==> src/sv/ibp_pkg.sv <==
package ibp_pkg;

   localparam int SlotCount = 6;
   localparam int WordCount = 4;
   localparam int MaxJumps = 2;
   localparam int MaxConsts = 3;
   localparam logic [31:0] NopSlot = 32'd2;
   localparam logic [18:0] ExtMask = 19'h7ffff;

   typedef enum logic [2:0] {
      FUNC_REG_INT   = 3'd0,
      FUNC_CONST_INT = 3'd1,
      FUNC_COND_JUMP = 3'd2,
      FUNC_JUMP      = 3'd3,
      FUNC_NO_PARAM  = 3'd4,
      FUNC_FLUSH     = 3'd5
   } func_type;

   typedef enum logic [1:0] {
      KIND_IGNORE,
      KIND_PLACE,
      KIND_FLUSH
   } item_kind_type;

   typedef struct packed {
      logic [2:0]  func;
      logic [10:0] opcode;
      logic [4:0]  reg_a;
      logic [4:0]  reg_b;
      logic [4:0]  reg_t;
      logic [31:0] constant;
   } req_item_type;

   typedef struct packed {
      item_kind_type kind;
      logic [31:0]   slot;
      logic          is_jump;
      logic          needs_ext;
      logic [18:0]   upper;
   } slot_info_type;

   typedef struct packed {
      logic                         load;
      logic [WordCount-1:0][63:0]   words;
   } bundle_type;

endpackage

==> src/sv/ibp_if.sv <==
interface ibp_req_if;
   logic        valid;
   logic        ready;
   logic [2:0]  func;
   logic [10:0] opcode;
   logic [4:0]  reg_a;
   logic [4:0]  reg_b;
   logic [4:0]  reg_t;
   logic [31:0] constant;

   modport source (output valid, func, opcode, reg_a, reg_b, reg_t, constant, input ready);
   modport sink (input valid, func, opcode, reg_a, reg_b, reg_t, constant, output ready);
endinterface

interface ibp_rsp_if;
   logic        valid;
   logic        ready;
   logic [63:0] bundle_word;
   logic [1:0]  word_index;
   logic        last_word;

   modport source (output valid, bundle_word, word_index, last_word, input ready);
   modport sink (input valid, bundle_word, word_index, last_word, output ready);
endinterface

==> src/sv/ibp_slot_encoder.sv <==
module ibp_slot_encoder (
   input  ibp_pkg::req_item_type  item,
   output ibp_pkg::slot_info_type info
);
   import ibp_pkg::*;

   always_comb begin
      logic [18:0] upper;
      upper = item.constant[31:13];
      info.kind = KIND_PLACE;
      info.slot = '0;
      info.is_jump = 1'b0;
      info.needs_ext = 1'b0;
      info.upper = upper;
      unique case (func_type'(item.func))
         FUNC_REG_INT: begin
            info.slot = 32'({item.opcode[5:0], item.reg_t, item.reg_b, item.reg_a, 9'b0});
         end
         FUNC_CONST_INT: begin
            info.slot = {item.constant[12:0], item.reg_t, item.reg_a, 3'b001,
                         item.opcode[5:0]};
            info.needs_ext = (upper != '0) && (upper != ExtMask);
         end
         FUNC_COND_JUMP: begin
            info.slot = 32'({item.opcode[1:0], 6'b0, 1'b1, item.opcode[3:2]});
            info.is_jump = 1'b1;
         end
         FUNC_JUMP: begin
            info.slot = 32'(item.opcode);
            info.is_jump = 1'b1;
         end
         FUNC_NO_PARAM: begin
            info.slot = 32'(item.opcode[8:0]);
         end
         FUNC_FLUSH: begin
            info.kind = KIND_FLUSH;
         end
         default: begin
            info.kind = KIND_IGNORE;
         end
      endcase
   end

endmodule

==> src/sv/ibp_bundle_state.sv <==
module ibp_bundle_state (
   input  logic                   clock,
   input  logic                   reset,
   input  logic                   item_valid,
   input  ibp_pkg::slot_info_type info,
   input  logic                   drain_free,
   output logic                   advance,
   output ibp_pkg::bundle_type    bundle
);
   import ibp_pkg::*;

   logic [SlotCount-1:0][31:0] store_ff;
   logic [SlotCount-1:0][31:0] store_in;
   logic [63:0]                tail_ff, tail_in;
   logic [2:0]                 slots_ff, slots_in;
   logic [1:0]                 consts_ff, consts_in;
   logic [1:0]                 jumps_ff, jumps_in;
   logic                       emit_need;
   logic                       emit;

   always_comb begin
      emit_need = 1'b0;
      unique case (info.kind)
         KIND_FLUSH: emit_need = slots_ff != '0;
         KIND_PLACE: emit_need = (slots_ff >= 3'(SlotCount))
                              || (info.is_jump && jumps_ff >= 2'(MaxJumps))
                              || (info.needs_ext && consts_ff == 2'(MaxConsts));
         default:    emit_need = 1'b0;
      endcase
      advance = item_valid && (!emit_need || drain_free);
      emit = advance && emit_need;
   end

   always_comb begin
      logic [2:0]  base_slots;
      logic [1:0]  base_consts;
      logic [1:0]  base_jumps;
      logic [63:0] base_tail;
      base_slots = emit ? '0 : slots_ff;
      base_consts = emit ? '0 : consts_ff;
      base_jumps = emit ? '0 : jumps_ff;
      base_tail = emit ? '0 : tail_ff;
      slots_in = base_slots;
      consts_in = base_consts;
      jumps_in = base_jumps;
      tail_in = base_tail;
      store_in = store_ff;
      if (advance && info.kind == KIND_PLACE) begin
         slots_in = base_slots + 3'd1;
         jumps_in = base_jumps + 2'(info.is_jump);
         for (int i = 0; i < SlotCount; i++) begin
            if (base_slots == 3'(i)) begin
               store_in[i] = info.slot;
            end
         end
         if (info.needs_ext) begin
            consts_in = base_consts + 2'd1;
            unique case (base_consts)
               2'd0:    tail_in[25:7] = info.upper;
               2'd1:    tail_in[44:26] = info.upper;
               2'd2:    tail_in[63:45] = info.upper;
               default: tail_in = base_tail;
            endcase
            tail_in[base_slots] = 1'b1;
         end
      end
   end

   always_comb begin
      logic [SlotCount-1:0][31:0] s;
      for (int i = 0; i < SlotCount; i++) begin
         s[i] = (3'(i) < slots_ff) ? store_ff[i] : NopSlot;
      end
      bundle.load = emit;
      for (int w = 0; w < WordCount - 1; w++) begin
         bundle.words[w] = {s[2*w+1], s[2*w]};
      end
      bundle.words[WordCount-1] = tail_ff;
   end

   always_ff @(posedge clock) begin
      if (reset) begin
         tail_ff <= '0;
         slots_ff <= '0;
         consts_ff <= '0;
         jumps_ff <= '0;
      end else begin
         tail_ff <= tail_in;
         slots_ff <= slots_in;
         consts_ff <= consts_in;
         jumps_ff <= jumps_in;
      end
   end

   always_ff @(posedge clock) begin
      store_ff <= store_in;
   end

endmodule

==> src/sv/ibp_drain.sv <==
module ibp_drain (
   input  logic                clock,
   input  logic                reset,
   input  ibp_pkg::bundle_type bundle,
   output logic                free,
   ibp_rsp_if.source           rsp
);
   import ibp_pkg::*;

   logic [WordCount-1:0][63:0] words_ff;
   logic                       vld_ff, vld_in;
   logic [1:0]                 cnt_ff, cnt_in;
   logic                       beat;
   logic                       last;

   always_comb begin
      beat = vld_ff && rsp.ready;
      last = cnt_ff == 2'(WordCount - 1);
      free = !vld_ff || (rsp.ready && last);
      cnt_in = beat ? cnt_ff + 2'd1 : cnt_ff;
      priority if (bundle.load) begin
         vld_in = 1'b1;
      end else if (beat && last) begin
         vld_in = 1'b0;
      end else begin
         vld_in = vld_ff;
      end
   end

   always_ff @(posedge clock) begin
      if (reset) begin
         vld_ff <= 1'b0;
         cnt_ff <= '0;
      end else begin
         vld_ff <= vld_in;
         cnt_ff <= cnt_in;
      end
   end

   always_ff @(posedge clock) begin
      if (bundle.load) begin
         words_ff <= bundle.words;
      end
   end

   assign rsp.valid = vld_ff;
   assign rsp.bundle_word = words_ff[cnt_ff];
   assign rsp.word_index = cnt_ff;
   assign rsp.last_word = last;

endmodule

==> src/sv/instruction_bundle_packer.sv <==
// Instruction bundle packer.
// The req_bus channel takes one instruction request per beat: func, opcode, register
// numbers and a 32-bit constant. Each request is encoded into a 32-bit slot and
// collected in a bundle of six slots plus a 64-bit constant tail. When a request
// finds no room, or on a flush, the bundle goes out on rsp_bus as four 64-bit
// beats: slots 1:0, 3:2, 5:4 and then the tail, with word_index 0..3 and
// last_word on the fourth beat. Unused slots read as the nop value 2.
// A request is registered at acceptance and processed from the input register;
// the bundle that it closes is loaded into the output buffer, which then offers
// the first beat. One request is accepted every cycle but for this wait: a
// request that closes a bundle waits in the input register while the previous
// bundle still has beats to deliver, since the output buffer holds one bundle.
// Stalls on rsp_bus hold the input back only in that case.
// Reset is synchronous and empties the input register, the bundle and the
// output buffer.
module instruction_bundle_packer (
   input  logic      clock,
   input  logic      reset,
   ibp_req_if.sink   req_bus,
   ibp_rsp_if.source rsp_bus
);
   import ibp_pkg::*;

   logic          in_vld_ff, in_vld_in;
   req_item_type  in_item_ff;
   logic          accept;
   logic          advance;
   logic          drain_free;
   slot_info_type info;
   bundle_type    bundle;

   assign req_bus.ready = !in_vld_ff || advance;
   assign accept = req_bus.valid && req_bus.ready;

   always_comb begin
      priority if (accept) begin
         in_vld_in = 1'b1;
      end else if (advance) begin
         in_vld_in = 1'b0;
      end else begin
         in_vld_in = in_vld_ff;
      end
   end

   always_ff @(posedge clock) begin
      if (reset) begin
         in_vld_ff <= 1'b0;
      end else begin
         in_vld_ff <= in_vld_in;
      end
   end

   always_ff @(posedge clock) begin
      if (accept) begin
         in_item_ff <= '{func: req_bus.func, opcode: req_bus.opcode, reg_a: req_bus.reg_a,
                         reg_b: req_bus.reg_b, reg_t: req_bus.reg_t,
                         constant: req_bus.constant};
      end
   end

   ibp_slot_encoder u_encoder (
      .item (in_item_ff),
      .info (info)
   );

   ibp_bundle_state u_state (
      .clock      (clock),
      .reset      (reset),
      .item_valid (in_vld_ff),
      .info       (info),
      .drain_free (drain_free),
      .advance    (advance),
      .bundle     (bundle)
   );

   ibp_drain u_drain (
      .clock  (clock),
      .reset  (reset),
      .bundle (bundle),
      .free   (drain_free),
      .rsp    (rsp_bus)
   );

`ifndef NO_ASSERTIONS
   a_stall_only_on_drain: assert property (@(posedge clock) disable iff (reset)
      !req_bus.ready |-> (in_vld_ff && rsp_bus.valid))
      else $error("input stalled while no bundle was draining");

   a_held_item_stable: assert property (@(posedge clock) disable iff (reset)
      (in_vld_ff && !advance) |=> (in_vld_ff && $stable(in_item_ff)))
      else $error("held request lost or changed");

   a_bundle_starts_at_zero: assert property (@(posedge clock) disable iff (reset)
      $rose(rsp_bus.valid) |-> (rsp_bus.word_index == 2'd0))
      else $error("bundle did not start with word zero");

   a_beats_contiguous: assert property (@(posedge clock) disable iff (reset)
      (rsp_bus.valid && rsp_bus.ready && !rsp_bus.last_word) |=>
      (rsp_bus.valid && rsp_bus.word_index == $past(rsp_bus.word_index) + 2'd1))
      else $error("bundle beats out of sequence");
`endif

endmodule
==> src/flat_wrapper.sv <==
// flat-port wrapper written by rule: the top's interface ports become plain ports
module instruction_bundle_packer_flat import ibp_pkg::*;
  (clock, reset, req_bus_valid, req_bus_func, req_bus_opcode, req_bus_reg_a, req_bus_reg_b, req_bus_reg_t, req_bus_constant, req_bus_ready, rsp_bus_valid, rsp_bus_bundle_word, rsp_bus_word_index, rsp_bus_last_word, rsp_bus_ready);
  ibp_req_if req_bus_i ();
  ibp_rsp_if rsp_bus_i ();
  input  logic clock;
  input  logic reset;
  input wire logic [$bits(req_bus_i.valid)-1:0] req_bus_valid;
  input wire logic [$bits(req_bus_i.func)-1:0] req_bus_func;
  input wire logic [$bits(req_bus_i.opcode)-1:0] req_bus_opcode;
  input wire logic [$bits(req_bus_i.reg_a)-1:0] req_bus_reg_a;
  input wire logic [$bits(req_bus_i.reg_b)-1:0] req_bus_reg_b;
  input wire logic [$bits(req_bus_i.reg_t)-1:0] req_bus_reg_t;
  input wire logic [$bits(req_bus_i.constant)-1:0] req_bus_constant;
  output wire logic [$bits(req_bus_i.ready)-1:0] req_bus_ready;
  output wire logic [$bits(rsp_bus_i.valid)-1:0] rsp_bus_valid;
  output wire logic [$bits(rsp_bus_i.bundle_word)-1:0] rsp_bus_bundle_word;
  output wire logic [$bits(rsp_bus_i.word_index)-1:0] rsp_bus_word_index;
  output wire logic [$bits(rsp_bus_i.last_word)-1:0] rsp_bus_last_word;
  input wire logic [$bits(rsp_bus_i.ready)-1:0] rsp_bus_ready;
  assign req_bus_i.valid = req_bus_valid;
  assign req_bus_i.func = req_bus_func;
  assign req_bus_i.opcode = req_bus_opcode;
  assign req_bus_i.reg_a = req_bus_reg_a;
  assign req_bus_i.reg_b = req_bus_reg_b;
  assign req_bus_i.reg_t = req_bus_reg_t;
  assign req_bus_i.constant = req_bus_constant;
  assign req_bus_ready = req_bus_i.ready;
  assign rsp_bus_valid = rsp_bus_i.valid;
  assign rsp_bus_bundle_word = rsp_bus_i.bundle_word;
  assign rsp_bus_word_index = rsp_bus_i.word_index;
  assign rsp_bus_last_word = rsp_bus_i.last_word;
  assign rsp_bus_i.ready = rsp_bus_ready;
  instruction_bundle_packer u_core (.clock(clock), .reset(reset), .req_bus(req_bus_i), .rsp_bus(rsp_bus_i));
endmodule
==> config.mk <==
export PLATFORM = sky130hd
export DESIGN_NAME = instruction_bundle_packer_flat
export DESIGN_NICKNAME = d
export VERILOG_FILES = /design/src/sv/ibp_pkg.sv /design/src/sv/ibp_if.sv /design/src/sv/ibp_slot_encoder.sv /design/src/sv/ibp_bundle_state.sv /design/src/sv/ibp_drain.sv /design/src/sv/instruction_bundle_packer.sv /design/src/flat_wrapper.sv
export SDC_FILE = /design/constraint.sdc
export NUM_CORES = 1
export LEC_CHECK = 0
export ABC_CLOCK_PERIOD_IN_PS = 4200
export BUFFER_PORTS_ARGS = -buffer_cell sky130_fd_sc_hd__buf_4
export CELL_PAD_IN_SITES_DETAIL_PLACEMENT = 1
export CELL_PAD_IN_SITES_GLOBAL_PLACEMENT = 2
export CORE_ASPECT_RATIO = 1.1
export CORE_MARGIN = 4
export CORE_UTILIZATION = 41
export DETAILED_ROUTE_END_ITERATION = 16
export GPL_TIMING_DRIVEN = 0
export PLACE_DENSITY = 0.8
export SYNTH_ARGS = -nofsm -noshare
export SYNTH_HDL_FRONTEND = slang
export SYNTH_HIERARCHICAL = 1
export SYNTH_SLANG_ARGS = --single-unit
==> constraint.sdc <==
create_clock -name clock -period 4.2 [get_ports clock]
set_input_delay 0.21 -clock clock [delete_from_list [all_inputs] [get_ports clock]]
set_output_delay 0.21 -clock clock [all_outputs]
set_load 0.05 [all_outputs]
==> out/metrics.cfg, run 1 <==
[run_status]
status=finished clean

[clock_network]
root_buffer=clkbuf_16
cts.sinks=584
clkLatencyLatePin_ns=0.61
clk_pin_slew_worst_paths_ns=0.07
h-tree-depth=2
cts_tree=built
clk_path_buf_depth=3
cts_made_buffers=57

[pwr]
ir_drop_uv=296
powerDensity_nw_per_um2=441
p_leak_nw=8.89

[timing]
rsz0062_at_grt=false
setup_viol=0
clock_skew_ns=0.0179
slew_violations=0
fmax_mhz=256
finalHoldViolCount=0
worst_pin_slew_ns=1.14
hold_slack_ns=0.318
period_share=0.929
timing.final.ws_setup_ns=0.300
layout_min_cycle_time_ns=3.90
maxSlewHeadroom=0.243
fin_setup_tns_ns=0

[finish]
syn_to_final_growth_pct=20.6
instances_no_fill=2268
nFillCells=4930
multi_input_area_sq_um=4670
final_nets=1618
register_area_sq_um=16800
diodes=0
drive_gt1_frac=0.237
fin_area_sq_um=26500

[min_path]
min_delay_path_depth=2
hold_class=in2reg
holdCritStartpoint=req_bus_constant[11]
worstHoldEndpoint=u_core/in_item_ff[11]$_DFFE_PP_

[place]
dpl_worst_slack_ns=-0.454
place_hpwl_um=39800
place.gp.congestion=0.870
placedCellCount=2097
placed_cell_area_sq_um=24100
io_buffer_count=133

[worst_setup_path]
ff2ff_path_depth=12
r2r_slack_ns=0.30
endpoint_kind=register
critical_path_required_ns=4.44
critical_path_class=reg2reg
reg2reg_from=u_core/in_item_ff[58]$_DFFE_PP_
r2r-end=u_core/u_drain/words_ff[233]$_DFFE_PP_
critPathArrivalTime_ns=4.14
cp-start-kind=register
worst-path-max-fanout=104

[synthesis]
ys.flop_type=edfxtp_1
synth_top_area_share=0.695
yosysMostFrequentCell=edfxtp_1
synth_common_cells=edfxtp_1 (509), nor2b_1 (99), dfxtp_1 (75)
async_flop_share=0
synth_top_area_cell=edfxtp_1
yosysSeqAreaShare=0.763
syn_area_sq_um=22000
synth_warnings=6
synth_nets=1350
synth_seq_cells=584
ys_types=58
synthCells=1278
synth_area_leaders=edfxtp_1 (69%), dfxtp_1 (6.8%), mux4_2 (6.6%)
avgSynthCellArea_sq_um=17.2
synth_edf_count=509

[global_routing]
grt_max_degree=105
grt_pass1_vias=12900
overflow=0
grt_pass1_wl_um=84800
antenna_found_initial=0
track_usage=0.200

[floorplanning]
ios=134
core_area_sq_um=52700
initial_utilization=0.417
chipWidth_um=229
fp.dieH_um=251
die_area_sq_um=57400
rows=88

[drt]
first_iter_violations=1118
via_per_inst=5.36
vias=12100
drc=0
routed_wl_um=57700
drtAntennaViolNets=0
avgRoutedWirePerCell_um=25.4
first_pass_iters=6

[job]
max_cap_viol_count=0

## logic make-up after synthesis
| logic type | synth area share |
|---|---|
| flip-flops | 0.763 |
| XOR/XNOR | 0.000796 |
| buffers and inverters | 0.0265 |
| adder cells (fa/ha/maj) | 0.00398 |
| AND/OR/NAND/NOR | 0.105 |
| AO/OA/AOI/OAI | 0.0283 |
| multiplexers | 0.0723 |
## registers in the layout, summed over array words and instances (netlist names)
register and count:
u_core/u_state/slots_ff 3, u_core/u_state/tail_ff 64, u_core/in_item_ff 61, u_core/u_state/store_ff 192, u_core/u_state/jumps_ff 2, u_core/u_drain/words_ff 256, u_core/u_state/consts_ff 2, u_core/u_drain/rsp.valid 1
u_core/u_drain/rsp.word_index 2, u_core/in_vld_ff 1
## timing repair
action,4_1_cts,5_1_grt
hold endpoints to repair,65,0
resized for setup,3,3
pin swaps,0,1
hold buffers,64,0
setup buffers,0,1
setup endpoints to repair,244,124
## per-layer routing
| layer | routed length [um] | GRT usage | vias up |
|---|---|---|---|
| met2 | 29300 | 0.346 | 354 |
| li1 | - | - | 5355 |
| met4 | 1620 | 0.0595 | 0 |
| met3 | 2910 | 0.0350 | 81 |
| met1 | 23800 | 0.260 | 6357 |
| met5 | 0 | 0 | - |
## worst max-delay path by stage
stage                                                  startpoint  slack, ns  cells after the start                                      to
floorplan           u_core/u_drain/rsp.word_index[0]$_SDFFE_PP0P_       0.25                      8    u_core/u_drain/words_ff[0]$_DFFE_PP_
global placement                  u_core/in_item_ff[59]$_DFFE_PP_      -1.83                      8   u_core/u_state/store_ff[15]$_DFFE_PP_
detailed placement                u_core/in_item_ff[59]$_DFFE_PP_      -0.45                     11   u_core/u_drain/words_ff[84]$_DFFE_PP_
CTS                               u_core/in_item_ff[59]$_DFFE_PP_       0.04                     14   u_core/u_state/tail_ff[20]$_SDFF_PP0_
global route                      u_core/in_item_ff[58]$_DFFE_PP_       0.08                     12   u_core/u_drain/words_ff[44]$_DFFE_PP_
finish                            u_core/in_item_ff[58]$_DFFE_PP_       0.30                     12  u_core/u_drain/words_ff[233]$_DFFE_PP_
## where the power goes
group | leakage [nW] | switching, mW | total (mW) | internal [mW]
Clock | 0.867 | 2.13 | 4.90 | 2.77
Combinational | 2.78 | 0.255 | 0.416 | 0.161
Sequential | 5.24 | 0.0353 | 6.39 | 6.35
## per-stage QoR
stage	power, mW	utilization
5_1_grt	12.1	0.503
4_1_cts	11.8	0.503
3_3_place_gp	6.85	0.452
2_1_floorplan	6.68	-
6_report	11.7	0.503
3_5_place_dp	6.87	0.457
## cells in the final DEF, fill, tap and decap left out, drive strengths merged, types with 2 or more instances in the layout
master / count
xor2: 2
ha: 7
mux2i: 15
or2: 5
a211o: 2
o21a: 3
nor3: 11
nor2b: 101
nand2b: 6
and2: 72
clkinv: 24
a211oi: 3
o21ai: 45
and2b: 2
mux4: 64
dfxtp: 75
buf: 202
nand3: 63
clkbuf: 111
or3: 4
nand2: 51
bufinv: 3
a22o: 4
nand3b: 2
nand4: 11
a22oi: 3
inv: 13
nor4: 5
dlygate4sd3: 64
nor2: 26
a21oi: 36
and3: 36
edfxtp: 509
a21bo: 3
## cell type report
cell class	instances	area share
clock inverters	31	0.00849
inverters	10	0.00141
well taps	675	0.0318
plain buffers	93	0.0211
clock buffers	75	0.0583
flip-flops and latches	584	0.633
multi-input cells	591	0.176
repair buffers	209	0.0699
## worst max-delay path, cell delays in order (launching register included)
cell and delay, ns:
edfxtp_1 0.34, buf_4 0.23, inv_2 0.10, nor3_4 0.35, o41ai_2 0.14, a21oi_2 0.30
nand3_1 0.22, a211oi_2 0.37, nor2_1 0.14, buf_2 0.22, inv_1 0.13, buf_12 0.40
buf_16 0.45
Note: power is estimated with default switching activity, not from simulation.
==> inputs of run 2 (changes only) <==
--- a/config.mk
+++ b/config.mk
@@ -6,7 +6,7 @@
 export NUM_CORES = 1
 export LEC_CHECK = 0
 export ABC_CLOCK_PERIOD_IN_PS = 4200
-export BUFFER_PORTS_ARGS = -buffer_cell sky130_fd_sc_hd__buf_4
+export BUFFER_PORTS_ARGS = -buffer_cell sky130_fd_sc_hd__buf_2
 export CELL_PAD_IN_SITES_DETAIL_PLACEMENT = 1
 export CELL_PAD_IN_SITES_GLOBAL_PLACEMENT = 2
 export CORE_ASPECT_RATIO = 1.1
==> run 2 against run 1 <==
  * Maximum frequency is 0.36% lower
  * Final area is 0.22% lower
  * Combinational power is 4% lower
  * Largest power group unchanged
  * Register-to-register slack hardly changed
  * Largest cell class unchanged
  * Non-clock buffer count is 2 higher
  * Sequential cell count stayed put
==> out/metrics.cfg, run 2 (synthesis gave the netlist of run 1 again) <==
[global_routing]
grt_pass1_vias=13200  ; +2.5%
track_usage=0.203  ; +0.00291
antenna_found_initial=1  ; +1
overflow=0  ; unchanged
grt_max_degree=123  ; +17%
grt_pass1_wl_um=85800  ; +1.2%

[finish]
largest_register_ffs=256  ; unchanged
instances_no_fill=2271  ; +0.13%
final_nets=1620  ; +0.12%
diodes=0  ; unchanged
mostFrequentLayoutCells=edfxtp_1 (509), buf_2 (152), nor2b_1 (99), dfxtp_1 (75), and2_1 (71)
top_register=u_core/u_drain/words_ff
mostFrequentLayoutCell=edfxtp_1
drive_gt1_frac=0.252  ; +0.0152
syn_to_final_growth_pct=20.3
top_regs=u_core/u_drain/words_ff (256), u_core/u_state/store_ff (192), u_core/u_state/tail_ff (64)
nFillCells=4931  ; +0.020%

[job]
max_cap_viol_count=0  ; unchanged

[timing]
layout_min_cycle_time_ns=3.91  ; +0.0140 ns
maxSlewHeadroom=0.220  ; -0.0233
fmax_mhz=255  ; -0.36%
hold_slack_ns=0.307  ; -0.0108 ns
clock_skew_ns=0.0254  ; +0.00754 ns
slew_violations=0  ; unchanged
worst_pin_slew_ns=1.17  ; +0.0349 ns
rsz0062_at_grt=false
finalHoldViolCount=0  ; unchanged
timing.final.ws_setup_ns=0.286  ; -0.0140 ns
setup_viol=0  ; unchanged
period_share=0.932  ; +0.00334
fin_setup_tns_ns=0  ; unchanged

[drt]
via_per_inst=5.36  ; about the same
drtAntennaViolNets=0  ; unchanged
first_pass_iters=5  ; -1
avgRoutedWirePerCell_um=25.7  ; +0.84%
vias=12200  ; +0.12%
drc=0  ; unchanged
first_iter_violations=1253  ; +12%
routed_wl_um=58300  ; +0.97%

[floorplanning]
core_area_sq_um=52700  ; unchanged
die_area_sq_um=57400  ; unchanged
ios=134  ; unchanged
chipWidth_um=229  ; unchanged
initial_utilization=0.417  ; unchanged
rows=88  ; unchanged
fp.dieH_um=251  ; unchanged

[worst_setup_path]
r2r_slack_ns=0.29  ; about the same
critical_path_required_ns=4.50  ; +0.06 ns
critical_path_class=reg2reg
reg2reg_from=u_core/in_item_ff[58]$_DFFE_PP_
ff2ff_path_depth=12  ; unchanged
crit_end=u_core/u_state/store_ff[138]$_DFFE_PP_
worst-path-max-fanout=13  ; -88%
critPathArrivalTime_ns=4.21  ; +0.07 ns
r2r-end=u_core/u_state/store_ff[138]$_DFFE_PP_
startpoint=u_core/in_item_ff[58]$_DFFE_PP_
endpoint_kind=register
cp-start-kind=register

[place]
io_buffer_count=133  ; unchanged
place_hpwl_um=39800  ; +0.17%
place.gp.congestion=0.883  ; +1.4%
placedCellCount=2098  ; +0.048%
dpl_worst_slack_ns=-0.428  ; +0.0265 ns

[clock_network]
cts_made_buffers=57  ; unchanged
h-tree-depth=2  ; unchanged
cts.sinks=584  ; unchanged
cts_tree=built
clk_pin_slew_worst_paths_ns=0.06  ; about the same
clk_path_buf_depth=3  ; unchanged
clkLatencyLatePin_ns=0.61  ; about the same
root_buffer=clkbuf_16

[pwr]
power.total_mw=12.1  ; +3.5%
p_leak_nw=8.88  ; about the same
powerDensity_nw_per_um2=458  ; +3.7%
ir_drop_uv=369  ; +25%

[min_path]
hold_class=in2reg

[run_status]
status=finished clean

run 2: where the power goes:
part | internal [mW] | switching [mW]
Combinational | 0.147 | 0.252
Clock | 3.16 | 2.17
Sequential | 6.35 | 0.0359
run 2: metrics by stage:
stage | area [sq um] | utilization
2_1_floorplan | 22000 | -
3_3_place_gp | 23500 | 0.446
3_5_place_dp | 23800 | 0.451
4_1_cts | 26400 | 0.501
5_1_grt | 26500 | 0.502
6_report | 26500 | 0.502
run 2: worst min path at each step:
stage,start,endpoint,slack (ns),depth (start not counted)
after detailed placement,req_bus_constant[2],u_core/in_item_ff[2]$_DFFE_PP_,0.39,1
after CTS,req_bus_constant[28],u_core/in_item_ff[28]$_DFFE_PP_,0.27,2
after global routing,req_bus_constant[28],u_core/in_item_ff[28]$_DFFE_PP_,0.29,2
final,req_bus_constant[28],u_core/in_item_ff[28]$_DFFE_PP_,0.31,2
after floorplan,reset,u_core/in_vld_ff$_SDFFE_PP0P_,0.27,1
after global placement,req_bus_reg_t[2],u_core/in_item_ff[34]$_DFFE_PP_,0.39,1
run 2: worst max-delay path, stage by stage (launching register included):
cell,delay [ns]
edfxtp_1,0.36
buf_4,0.21
buf_2,0.28
o21ai_0,0.34
inv_1,0.09
ha_1,0.29
nand2b_1,0.18
a21oi_1,0.09
nor3_1,0.40
nand2_1,0.17
nor3_4,0.76
buf_16,0.25
buf_16,0.16
run 2: area by class of cell:
| type | count | area (sq um) | share of cell area |
|---|---|---|---|
| Sequential cell | 584 | 16800 | 0.634 |
| Multi-Input combinational cell | 591 | 4670 | 0.177 |
| Timing Repair Buffer | 211 | 1590 | 0.0600 |
| Clock buffer | 70 | 1580 | 0.0596 |
| Tap cell | 675 | 845 | 0.0319 |
| Buffer | 93 | 554 | 0.0209 |
| Clock inverter | 37 | 408 | 0.0154 |
| Inverter | 10 | 37.5 | 0.00142 |
run 2: metal layers:
layer | global-route usage | part of all wire | up-vias | wire length [um]
met4 | 0.0725 | 0.033 | 0 | 1930
li1 | - | - | 5352 | -
met2 | 0.358 | 0.52 | 377 | 30100
met5 | 0 | 0 | - | 0
met1 | 0.257 | 0.40 | 6357 | 23200
met3 | 0.0287 | 0.051 | 76 | 3000
run 2: what timing repair did:
item                                    CTS  global route
pin swaps                                 0             1
endpoints found under the setup margin  289           142
resized for setup                         2             3
gates cloned                              0             0
hold buffers                             65             0
hold endpoints to repair                 65             0
setup buffers                             0             1
